===== src/slcg_pkg.sv =====
// ----------------------------------------------------------------------------
// slcg_pkg - shared constants, types and functions
// Constants and helpers for the shuffled minimal-standard random generator.
// ----------------------------------------------------------------------------
`default_nettype none

package slcg_pkg;

  // Number of entries in the shuffle table
  localparam int TABLE_SIZE   = 32;
  localparam int IDX_W        = $clog2(TABLE_SIZE);

  // Value width and multiplier constants
  localparam int VAL_W        = 31;
  localparam int MULT_W       = 15;
  localparam int PROD_W       = VAL_W + MULT_W;
  localparam int SUM_W        = VAL_W + 1;

  localparam logic [MULT_W-1:0] LCG_MULT = MULT_W'(16807);
  localparam logic [VAL_W-1:0]  LCG_MOD  = VAL_W'(2147483647);

  // Warm-up steps before the table is filled
  localparam int WARMUP_STEPS = 8;
  localparam int LAST_STEP    = WARMUP_STEPS + TABLE_SIZE - 1;
  localparam int CNT_W        = $clog2(LAST_STEP + 1);

  // Divisor that maps a previous output onto a table slot
  localparam logic [VAL_W-1:0] SLOT_DIV =
    VAL_W'(1 + (2147483646 / TABLE_SIZE));

  // Sequencer states, one-hot
  typedef enum logic [4:0] {
    ST_IDLE = 5'b00001,
    ST_MUL  = 5'b00010,
    ST_FOLD = 5'b00100,
    ST_READ = 5'b01000,
    ST_DONE = 5'b10000
  } state_t;

  // Reduce x*16807 modulo 2^31-1: fold high bits onto low bits, one subtract.
  function automatic logic [VAL_W-1:0] lcg_fold(input logic [PROD_W-1:0] prod);
    logic [SUM_W-1:0] sum;
    logic [SUM_W-1:0] mod_ext;
    begin
      mod_ext = SUM_W'(LCG_MOD);
      sum = SUM_W'(prod[VAL_W-1:0]) + SUM_W'(prod[PROD_W-1:VAL_W]);
      if (sum >= mod_ext) begin
        sum = sum - mod_ext;
      end
      lcg_fold = sum[VAL_W-1:0];
    end
  endfunction

endpackage

`default_nettype wire


===== src/slcg_ram.sv =====
// ----------------------------------------------------------------------------
// slcg_ram - generic single-write, single-read RAM
// One write port and one read port with registered read data.
// ----------------------------------------------------------------------------
`default_nettype none

module slcg_ram #(
  parameter int WIDTH = 31,
  parameter int DEPTH = 32
) (
  input  wire logic                     clk,
  input  wire logic                     wr_en,
  input  wire logic [$clog2(DEPTH)-1:0] wr_addr,
  input  wire logic [WIDTH-1:0]         wr_data,
  input  wire logic                     rd_en,
  input  wire logic [$clog2(DEPTH)-1:0] rd_addr,
  output logic      [WIDTH-1:0]         rd_data
);

  logic [WIDTH-1:0] mem [DEPTH];

  always_ff @(posedge clk) begin
    if (wr_en) begin
      mem[wr_addr] <= wr_data;
    end
    if (rd_en) begin
      rd_data <= mem[rd_addr];
    end
  end

endmodule

`default_nettype wire


===== src/shuffled_lcg_random_generator.sv =====
// Sequence: an accepted item passes ST_MUL, ST_FOLD, ST_READ and ST_DONE, and
//   out_valid rises as ST_DONE is left. A new item is taken only in ST_IDLE;
//   every generator step runs through the shared multiply / fold unit.
// Seeding (first item, reseed set, or state zero) adds 40 steps.
// Reset (rst_n low, synchronous): sequencer idle, no result pending,
//   seed = 1, generator and previous output cleared so the next item seeds.
// ----------------------------------------------------------------------------
// shuffled_lcg_random_generator - shuffled minimal-standard generator
// Park-Miller generator (x*16807 mod 2^31-1) behind a 32-entry shuffle table.
// ----------------------------------------------------------------------------
`default_nettype none

module shuffled_lcg_random_generator (
  input  wire logic                        clk,
  input  wire logic                        rst_n,
  // request channel
  input  wire logic                        in_valid,
  output logic                             in_ready,
  input  wire logic                        in_reseed,
  // result channel
  output logic                             out_valid,
  input  wire logic                        out_ready,
  output logic [slcg_pkg::VAL_W-1:0]       out_value,
  // seed register write
  input  wire logic                        cfg_wr_en,
  input  wire logic [slcg_pkg::VAL_W-1:0]  cfg_wr_data
);

  // --------------------------------------------------------------------------
  // State
  // --------------------------------------------------------------------------
  slcg_pkg::state_t                  state_r, state_nxt;
  logic [slcg_pkg::VAL_W-1:0]        seed_r;
  logic [slcg_pkg::VAL_W-1:0]        gen_r, gen_nxt;       // generator value
  logic [slcg_pkg::VAL_W-1:0]        prev_r, prev_nxt;     // previous output
  logic [slcg_pkg::VAL_W-1:0]        x_r, x_nxt;           // step operand
  logic [slcg_pkg::PROD_W-1:0]       prod_r;               // multiplier output
  logic [slcg_pkg::CNT_W-1:0]        cnt_r, cnt_nxt;       // seeding step count
  logic                              seeding_r, seeding_nxt;
  logic [slcg_pkg::IDX_W-1:0]        slot_r, slot_nxt;     // picked table slot
  logic [slcg_pkg::VAL_W-1:0]        pick_r, pick_nxt;     // picked entry
  logic                              out_valid_r;
  logic [slcg_pkg::VAL_W-1:0]        out_value_r;

  // --------------------------------------------------------------------------
  // Shared step unit: multiply in ST_MUL, fold modulo 2^31-1 in ST_FOLD
  // --------------------------------------------------------------------------
  logic [slcg_pkg::VAL_W-1:0] step_val;
  assign step_val = slcg_pkg::lcg_fold(prod_r);

  // Seed with the zero and modulus values taken as one
  logic [slcg_pkg::VAL_W-1:0] seed_fix;
  assign seed_fix = (seed_r == '0 || seed_r == slcg_pkg::LCG_MOD) ?
                    slcg_pkg::VAL_W'(1) : seed_r;

  // Table slot from the previous output, clamped as a guard
  logic [slcg_pkg::VAL_W-1:0] slot_wide;
  logic [slcg_pkg::IDX_W-1:0] slot_calc;
  assign slot_wide = prev_r / slcg_pkg::SLOT_DIV;
  assign slot_calc = (slot_wide >= slcg_pkg::VAL_W'(slcg_pkg::TABLE_SIZE)) ?
                     slcg_pkg::IDX_W'(slcg_pkg::TABLE_SIZE - 1) :
                     slot_wide[slcg_pkg::IDX_W-1:0];

  // Fill order: entries TABLE_SIZE-1 down to 0 after the warm-up steps
  logic [slcg_pkg::CNT_W-1:0] fill_idx;
  assign fill_idx = slcg_pkg::CNT_W'(slcg_pkg::LAST_STEP) - cnt_r;

  // --------------------------------------------------------------------------
  // Shuffle table
  // --------------------------------------------------------------------------
  logic                        ram_we;
  logic [slcg_pkg::IDX_W-1:0]  ram_waddr;
  logic [slcg_pkg::VAL_W-1:0]  ram_wdata;
  logic                        ram_re;
  logic [slcg_pkg::VAL_W-1:0]  ram_rdata;

  slcg_ram #(
    .WIDTH (slcg_pkg::VAL_W),
    .DEPTH (slcg_pkg::TABLE_SIZE)
  ) u_table (
    .clk     (clk),
    .wr_en   (ram_we),
    .wr_addr (ram_waddr),
    .wr_data (ram_wdata),
    .rd_en   (ram_re),
    .rd_addr (slot_calc),
    .rd_data (ram_rdata)
  );

  // --------------------------------------------------------------------------
  // Handshake
  // --------------------------------------------------------------------------
  logic in_acc;
  logic out_free;
  assign in_ready  = (state_r == slcg_pkg::ST_IDLE);
  assign in_acc    = in_valid && in_ready;
  assign out_free  = !out_valid_r || out_ready;
  assign out_valid = out_valid_r;
  assign out_value = out_value_r;

  // --------------------------------------------------------------------------
  // Sequencer
  // --------------------------------------------------------------------------
  always_comb begin
    state_nxt   = state_r;
    gen_nxt     = gen_r;
    prev_nxt    = prev_r;
    x_nxt       = x_r;
    cnt_nxt     = cnt_r;
    seeding_nxt = seeding_r;
    slot_nxt    = slot_r;
    pick_nxt    = pick_r;
    ram_we      = 1'b0;
    ram_waddr   = slot_r;
    ram_wdata   = gen_r;
    ram_re      = 1'b0;

    case (state_r)
      slcg_pkg::ST_IDLE: begin
        if (in_acc) begin
          state_nxt = slcg_pkg::ST_MUL;
          cnt_nxt   = '0;
          if (in_reseed || gen_r == '0 || prev_r == '0) begin
            seeding_nxt = 1'b1;
            x_nxt       = seed_fix;
          end else begin
            seeding_nxt = 1'b0;
            x_nxt       = gen_r;
          end
        end
      end
      slcg_pkg::ST_MUL: begin
        state_nxt = slcg_pkg::ST_FOLD;
      end
      slcg_pkg::ST_FOLD: begin
        x_nxt = step_val;
        if (seeding_r) begin
          state_nxt = slcg_pkg::ST_MUL;
          if (cnt_r >= slcg_pkg::CNT_W'(slcg_pkg::WARMUP_STEPS)) begin
            ram_we    = 1'b1;
            ram_waddr = fill_idx[slcg_pkg::IDX_W-1:0];
            ram_wdata = step_val;
          end
          if (cnt_r == slcg_pkg::CNT_W'(slcg_pkg::LAST_STEP)) begin
            // table full; entry 0 was just written with this value
            gen_nxt     = step_val;
            prev_nxt    = step_val;
            seeding_nxt = 1'b0;
          end else begin
            cnt_nxt = cnt_r + slcg_pkg::CNT_W'(1);
          end
        end else begin
          gen_nxt   = step_val;
          ram_re    = 1'b1;
          slot_nxt  = slot_calc;
          state_nxt = slcg_pkg::ST_READ;
        end
      end
      slcg_pkg::ST_READ: begin
        // read data is the old entry; replace it with the new generator value
        pick_nxt  = ram_rdata;
        prev_nxt  = ram_rdata;
        ram_we    = 1'b1;
        ram_waddr = slot_r;
        ram_wdata = gen_r;
        state_nxt = slcg_pkg::ST_DONE;
      end
      slcg_pkg::ST_DONE: begin
        if (out_free) begin
          state_nxt = slcg_pkg::ST_IDLE;
        end
      end
      default: begin
        state_nxt = slcg_pkg::ST_IDLE;
      end
    endcase
  end

  // --------------------------------------------------------------------------
  // Registers
  // --------------------------------------------------------------------------
  always_ff @(posedge clk) begin
    if (!rst_n) begin
      state_r     <= slcg_pkg::ST_IDLE;
      seed_r      <= slcg_pkg::VAL_W'(1);
      gen_r       <= '0;
      prev_r      <= '0;
      seeding_r   <= 1'b0;
      cnt_r       <= '0;
      out_valid_r <= 1'b0;
    end else begin
      state_r   <= state_nxt;
      gen_r     <= gen_nxt;
      prev_r    <= prev_nxt;
      seeding_r <= seeding_nxt;
      cnt_r     <= cnt_nxt;
      if (cfg_wr_en) begin
        seed_r <= cfg_wr_data;
      end
      if (state_r == slcg_pkg::ST_DONE && out_free) begin
        out_valid_r <= 1'b1;
      end else if (out_ready) begin
        out_valid_r <= 1'b0;
      end
    end
  end

  // payload registers, no reset
  always_ff @(posedge clk) begin
    x_r      <= x_nxt;
    prod_r   <= slcg_pkg::PROD_W'(x_r) * slcg_pkg::PROD_W'(slcg_pkg::LCG_MULT);
    slot_r   <= slot_nxt;
    pick_r   <= pick_nxt;
    if (state_r == slcg_pkg::ST_DONE && out_free) begin
      out_value_r <= pick_r;
    end
  end

endmodule

`default_nettype wire


===== config.mk =====
export PLATFORM = sky130hd
export DESIGN_NAME = shuffled_lcg_random_generator
export DESIGN_NICKNAME = d
export VERILOG_FILES = /design/src/slcg_pkg.sv /design/src/slcg_ram.sv /design/src/shuffled_lcg_random_generator.sv
export SDC_FILE = /design/constraint.sdc
export NUM_CORES = 2
export LEC_CHECK = 0
export BUFFER_PORTS_ARGS = -buffer_cell sky130_fd_sc_hd__buf_2
export CAP_MARGIN = 40
export CORE_AREA = 2 2 328 330
export DETAILED_ROUTE_END_ITERATION = 10
export DIE_AREA = 0 0 330 332
export PLACE_DENSITY_LB_ADDON = 0.12
export SYNTH_ARGS = -nofsm -noshare
export SYNTH_HDL_FRONTEND = slang
export SYNTH_HIERARCHICAL = 1
export SYNTH_SLANG_ARGS = --single-unit

===== constraint.sdc =====
create_clock -name clk -period 16.52 [get_ports clk]
set_input_delay 4.956 -clock clk [delete_from_list [all_inputs] [get_ports clk]]
set_output_delay 4.956 -clock clk [all_outputs]
set_load 0.01 [all_outputs]

==> results.tsv <==
stage	metric	value	unit
status	status	complete, but fails checks	
status	violations	design-rule violations	
timing	tns	0	ns
power_and_ir_drop	powerDensity	150.4	mW/mm²
timing	finalHoldViolations	0	
routing	ant_nets	0	
timing	min_period_over_period	0.4231	
setup_path	crit_cells	4	
clock_tree	holdBufCountCts	0	
power_and_ir_drop	fin_total_pwr	0.009777	W
placement	dp_hpwl	91920	µm
timing	post-route-min-period	6.989	ns
layout	drive_gt1_frac	0.1093	
layout	num_antenna_cells	0	
routing	drt_iter0_markers	3684	
power_and_ir_drop	p_leak	24.23	nW
setup_path	critPathTopFamily	simple AND/OR/NAND/NOR gates	
timing	worst_slew_pin_slew	0.9777	ns
timing	maxSlewHeadroom	0.3482	
routing	wirelength	150100	µm
global_routing	grt_pass1_vias	33630	
logic_synthesis	yosysSeqAreaShare	0.6345	
logic_synthesis	ys_ff_latch	1273	
job	maxCapViolCount	0	
global_routing	overflow	0	
clock_tree	post_cts_buffers	0	
global_routing	antenna_found_initial	2	
clock_tree	cts_sinks	1273	
layout	area_growth	12.34	%
floorplan	die_y	332	µm
setup_path	crit_buf_inv	1	
placement	gp_congestion	0.8950	
logic_synthesis	syn-cell-area	0.05785	mm²
global_routing	grt_usage	0.2765	
setup_path	timing.rr.end	prod_r[43]$_DFF_P_	
logic_synthesis	postSynthAreaPerCell	14.26	µm²
floorplan	ioPinCount	70	
setup_path	critPathCapture	in_ready	
routing	vias	34540	
clock_tree	htreeDepth	4	
routing	routedWlPerCell	26.27	µm
worst_hold_path	min_path_type	reg -> reg	
floorplan	coreArea	0.1063	mm²
logic_synthesis	syn_nets	4433	
layout	final_nets	4579	
clock_tree	clockBufferDepth	3	
routing	viasPerCell	6.048	
logic_synthesis	netlist_top_cells_area	edfxtp_1 (58%), mux2i_1 (9.1%), dfxtp_1 (5.3%)	
setup_path	critical_path.slowest_cell	dfxtp_1	
global_routing	grt_max_degree	127	
logic_synthesis	yosysTopAreaCell	edfxtp_1	
setup_path	worst_setup_path_end_kind	output port	
floorplan	dieArea	0.1096	mm²
setup_path	rrSetupSlack	9.76	ns
floorplan	rows	120	
logic_synthesis	syn_inst	4056	
setup_path	worst_r2r_path_depth	24	
placement	portBuffers	69	
timing	rsz0062_at_grt	no	
power_and_ir_drop	swShare	0.3345	
setup_path	slowest_delay	0.36	ns
layout	layout_commonest_cell	edfxtp_1	
timing	fmax	0.1431	GHz
setup_path	start_kind	flip-flop	
timing	clock_skew	0.03225	ns
clock_tree	cts_buffers	137	
global_routing	grt_first_pass_wirelength	221500	µm
logic_synthesis	synth-edff-count	1121	
timing	drv_slew	0	
timing	setup_viol	0	
setup_path	crit_start	state_r[2]$_SDFFE_PN0P_	
logic_synthesis	yosysWarnings	6	
layout	nFillCells	8096	
setup_path	crit_required	11.56	ns
clock_tree	cts_tree	yes	
logic_synthesis	synthArstFlopShare	0	
setup_path	r2r_start	x_r[9]$_DFFE_PP_	
logic_synthesis	ys_types	87	
routing	firstDrtPassIters	10	
power_and_ir_drop	ir_drop	0.1359	mV
floorplan	start_util	0.5442	
logic_synthesis	synth_top_area_frac	0.5819	
routing	drc	12	
power_and_ir_drop	clockPowerShare	0.301	
power_and_ir_drop	p_comb_frac	0.325	
floorplan	die_w	330	µm
logic_synthesis	ys.flop_type	edfxtp_1	
clock_tree	cts-root-buf	clkbuf_16	
power_and_ir_drop	power.internal	0.006507	W
setup_path	cp_max_fo	6	
clock_tree	cts.repair.resized	0	
clock_tree	clk_pin_slew	0.06	ns
power_and_ir_drop	netSwitchingPower	0.003270	W
setup_path	crit_chain	nor3_1 -> nand2_1 -> nor2_1 -> buf_2	
power_and_ir_drop	power.share.sequential	0.374	
layout	mostFrequentLayoutCells	edfxtp_1 (1121), mux2i_1 (528), inv_1 (318)	
setup_path	crit_type	reg -> out	
setup_path	critPathArrivalTime	2.03	ns
clock_tree	clk_latency	0.75	ns
## kinds of logic (layout without fill, tap and decap cells)
family                   count (synthesis)  in the layout  share of synthesized area
AO/OA/AOI/OAI                          657            657                    0.07548
AND/OR/NAND/NOR                        682            682                    0.05911
XOR/XNOR                                80             80                    0.01224
buffers and inverters                  492            744                    0.03564
multiplexers                           532            532                    0.09213
flip-flops                            1273           1273                     0.6345
adder cells (fa/ha/maj)                340            340                    0.09092
## worst min-delay path by stage
stage | endpoint | slack [ns] | startpoint | cells past startpoint
floorplan | out_value[0]$_DFFE_PP_ | 0.40 | pick_r[0]$_DFFE_PP_ | 0
global placement | out_value[1]$_DFFE_PP_ | 0.40 | pick_r[1]$_DFFE_PP_ | 0
detailed placement | out_value[3]$_DFFE_PP_ | 0.40 | pick_r[3]$_DFFE_PP_ | 0
CTS | out_value[18]$_DFFE_PP_ | 0.42 | pick_r[18]$_DFFE_PP_ | 0
global route | out_value[13]$_DFFE_PP_ | 0.42 | pick_r[13]$_DFFE_PP_ | 0
finish | out_value[18]$_DFFE_PP_ | 0.42 | pick_r[18]$_DFFE_PP_ | 0
## power by group through the flow
stage          Clock [W]  Combinational (W)  Sequential (W)
6_report         0.00295            0.00318         0.00365
3_3_place_gp           0            0.00313         0.00372
2_1_floorplan          0            0.00232         0.00366
4_1_cts          0.00299            0.00317         0.00365
3_5_place_dp           0            0.00312         0.00372
5_1_grt          0.00312            0.00358         0.00366
## synth_stat cells (6+ instances only)
cell / n
a31oi_1: 32
nand2_1: 229
clkbuf_1: 89
o21ai_0: 106
o211ai_1: 6
nand3b_1: 9
o21bai_1: 7
mux2i_1: 528
o21ai_1: 23
nor2b_1: 39
and4_1: 6
nand4_1: 23
nor4_1: 29
nor2_1: 80
and3_1: 13
a21o_1: 30
a21boi_0: 20
edfxtp_1: 1121
buf_2: 33
xnor2_1: 54
fa_1: 134
buf_1: 9
nand3_1: 134
nor3_1: 50
a21oi_1: 162
nor3_2: 7
o21a_1: 11
inv_1: 319
and2_1: 15
buf_4: 34
dfxtp_1: 152
nand2b_1: 12
xor2_1: 25
a22o_1: 77
a22oi_1: 124
a211oi_1: 11
ha_1: 206
## layer usage
metal	GRT usage	up-vias	share of wire
met5	0	-	0
met4	0.08973	0	0.030
met3	0.04049	250	0.070
met2	0.4354	1331	0.47
met1	0.3978	17520	0.43
li1	-	15440	-
## state kept, by name, indices dropped and copies added, names as in the netlist
name and cells:
u_table/mem 992, prod_r 46, gen_r 31, out_value 31
pick_r 31, prev_r 31, seed_r 31, u_table/rd_data 31
x_r 31, cnt_r 6, slot_r 5, state_r 5
out_valid 1, seeding_r 1
## per-stage QoR
step | utilization | std cells | worst slack (ns) | hold slack (ns) | area [µm²]
after floorplan | - | 4056 | 9.607 | 0.4003 | 57850
after global placement | 0.5661 | 5439 | 9.508 | 0.4002 | 60170
after detailed placement | 0.5705 | 5466 | 9.532 | 0.4045 | 60650
after CTS | 0.6114 | 5711 | 9.484 | 0.4202 | 64990
after global routing | 0.6114 | 5711 | 9.352 | 0.4250 | 64990
final | 0.6114 | 5711 | 9.531 | 0.4183 | 64990
## area by class of cell
class | instances | area, µm² | share of cell area
tap | 1403 | 1755 | 0.02701
timing repair buffer | 180 | 1501 | 0.02310
inverter | 319 | 1197 | 0.01842
clock inverter | 64 | 640.6 | 0.009857
clock buffer | 181 | 3699 | 0.05691
sequential | 1273 | 36710 | 0.5649
multi-input combinational | 2291 | 19490 | 0.2998
## worst reg2reg max path: stages, from the launching register on
cell,delay [ns]
edfxtp_1,0.53
inv_1,0.18
fa_1,0.53
inv_1,0.04
ha_1,0.26
inv_1,0.05
fa_1,0.49
inv_1,0.04
ha_1,0.30
fa_1,0.55
inv_1,0.06
fa_1,0.54
inv_1,0.05
ha_1,0.34
a21oi_1,0.12
o22ai_1,0.25
o21ai_0,0.15
o311ai_0,0.69
nand2_1,0.14
o2bb2ai_1,0.22
o221ai_1,0.32
o21a_1,0.15
nor2_1,0.07
o41a_1,0.41
xnor2_1,0.14
No activity file was read; power rests on OpenSTA's default activity.
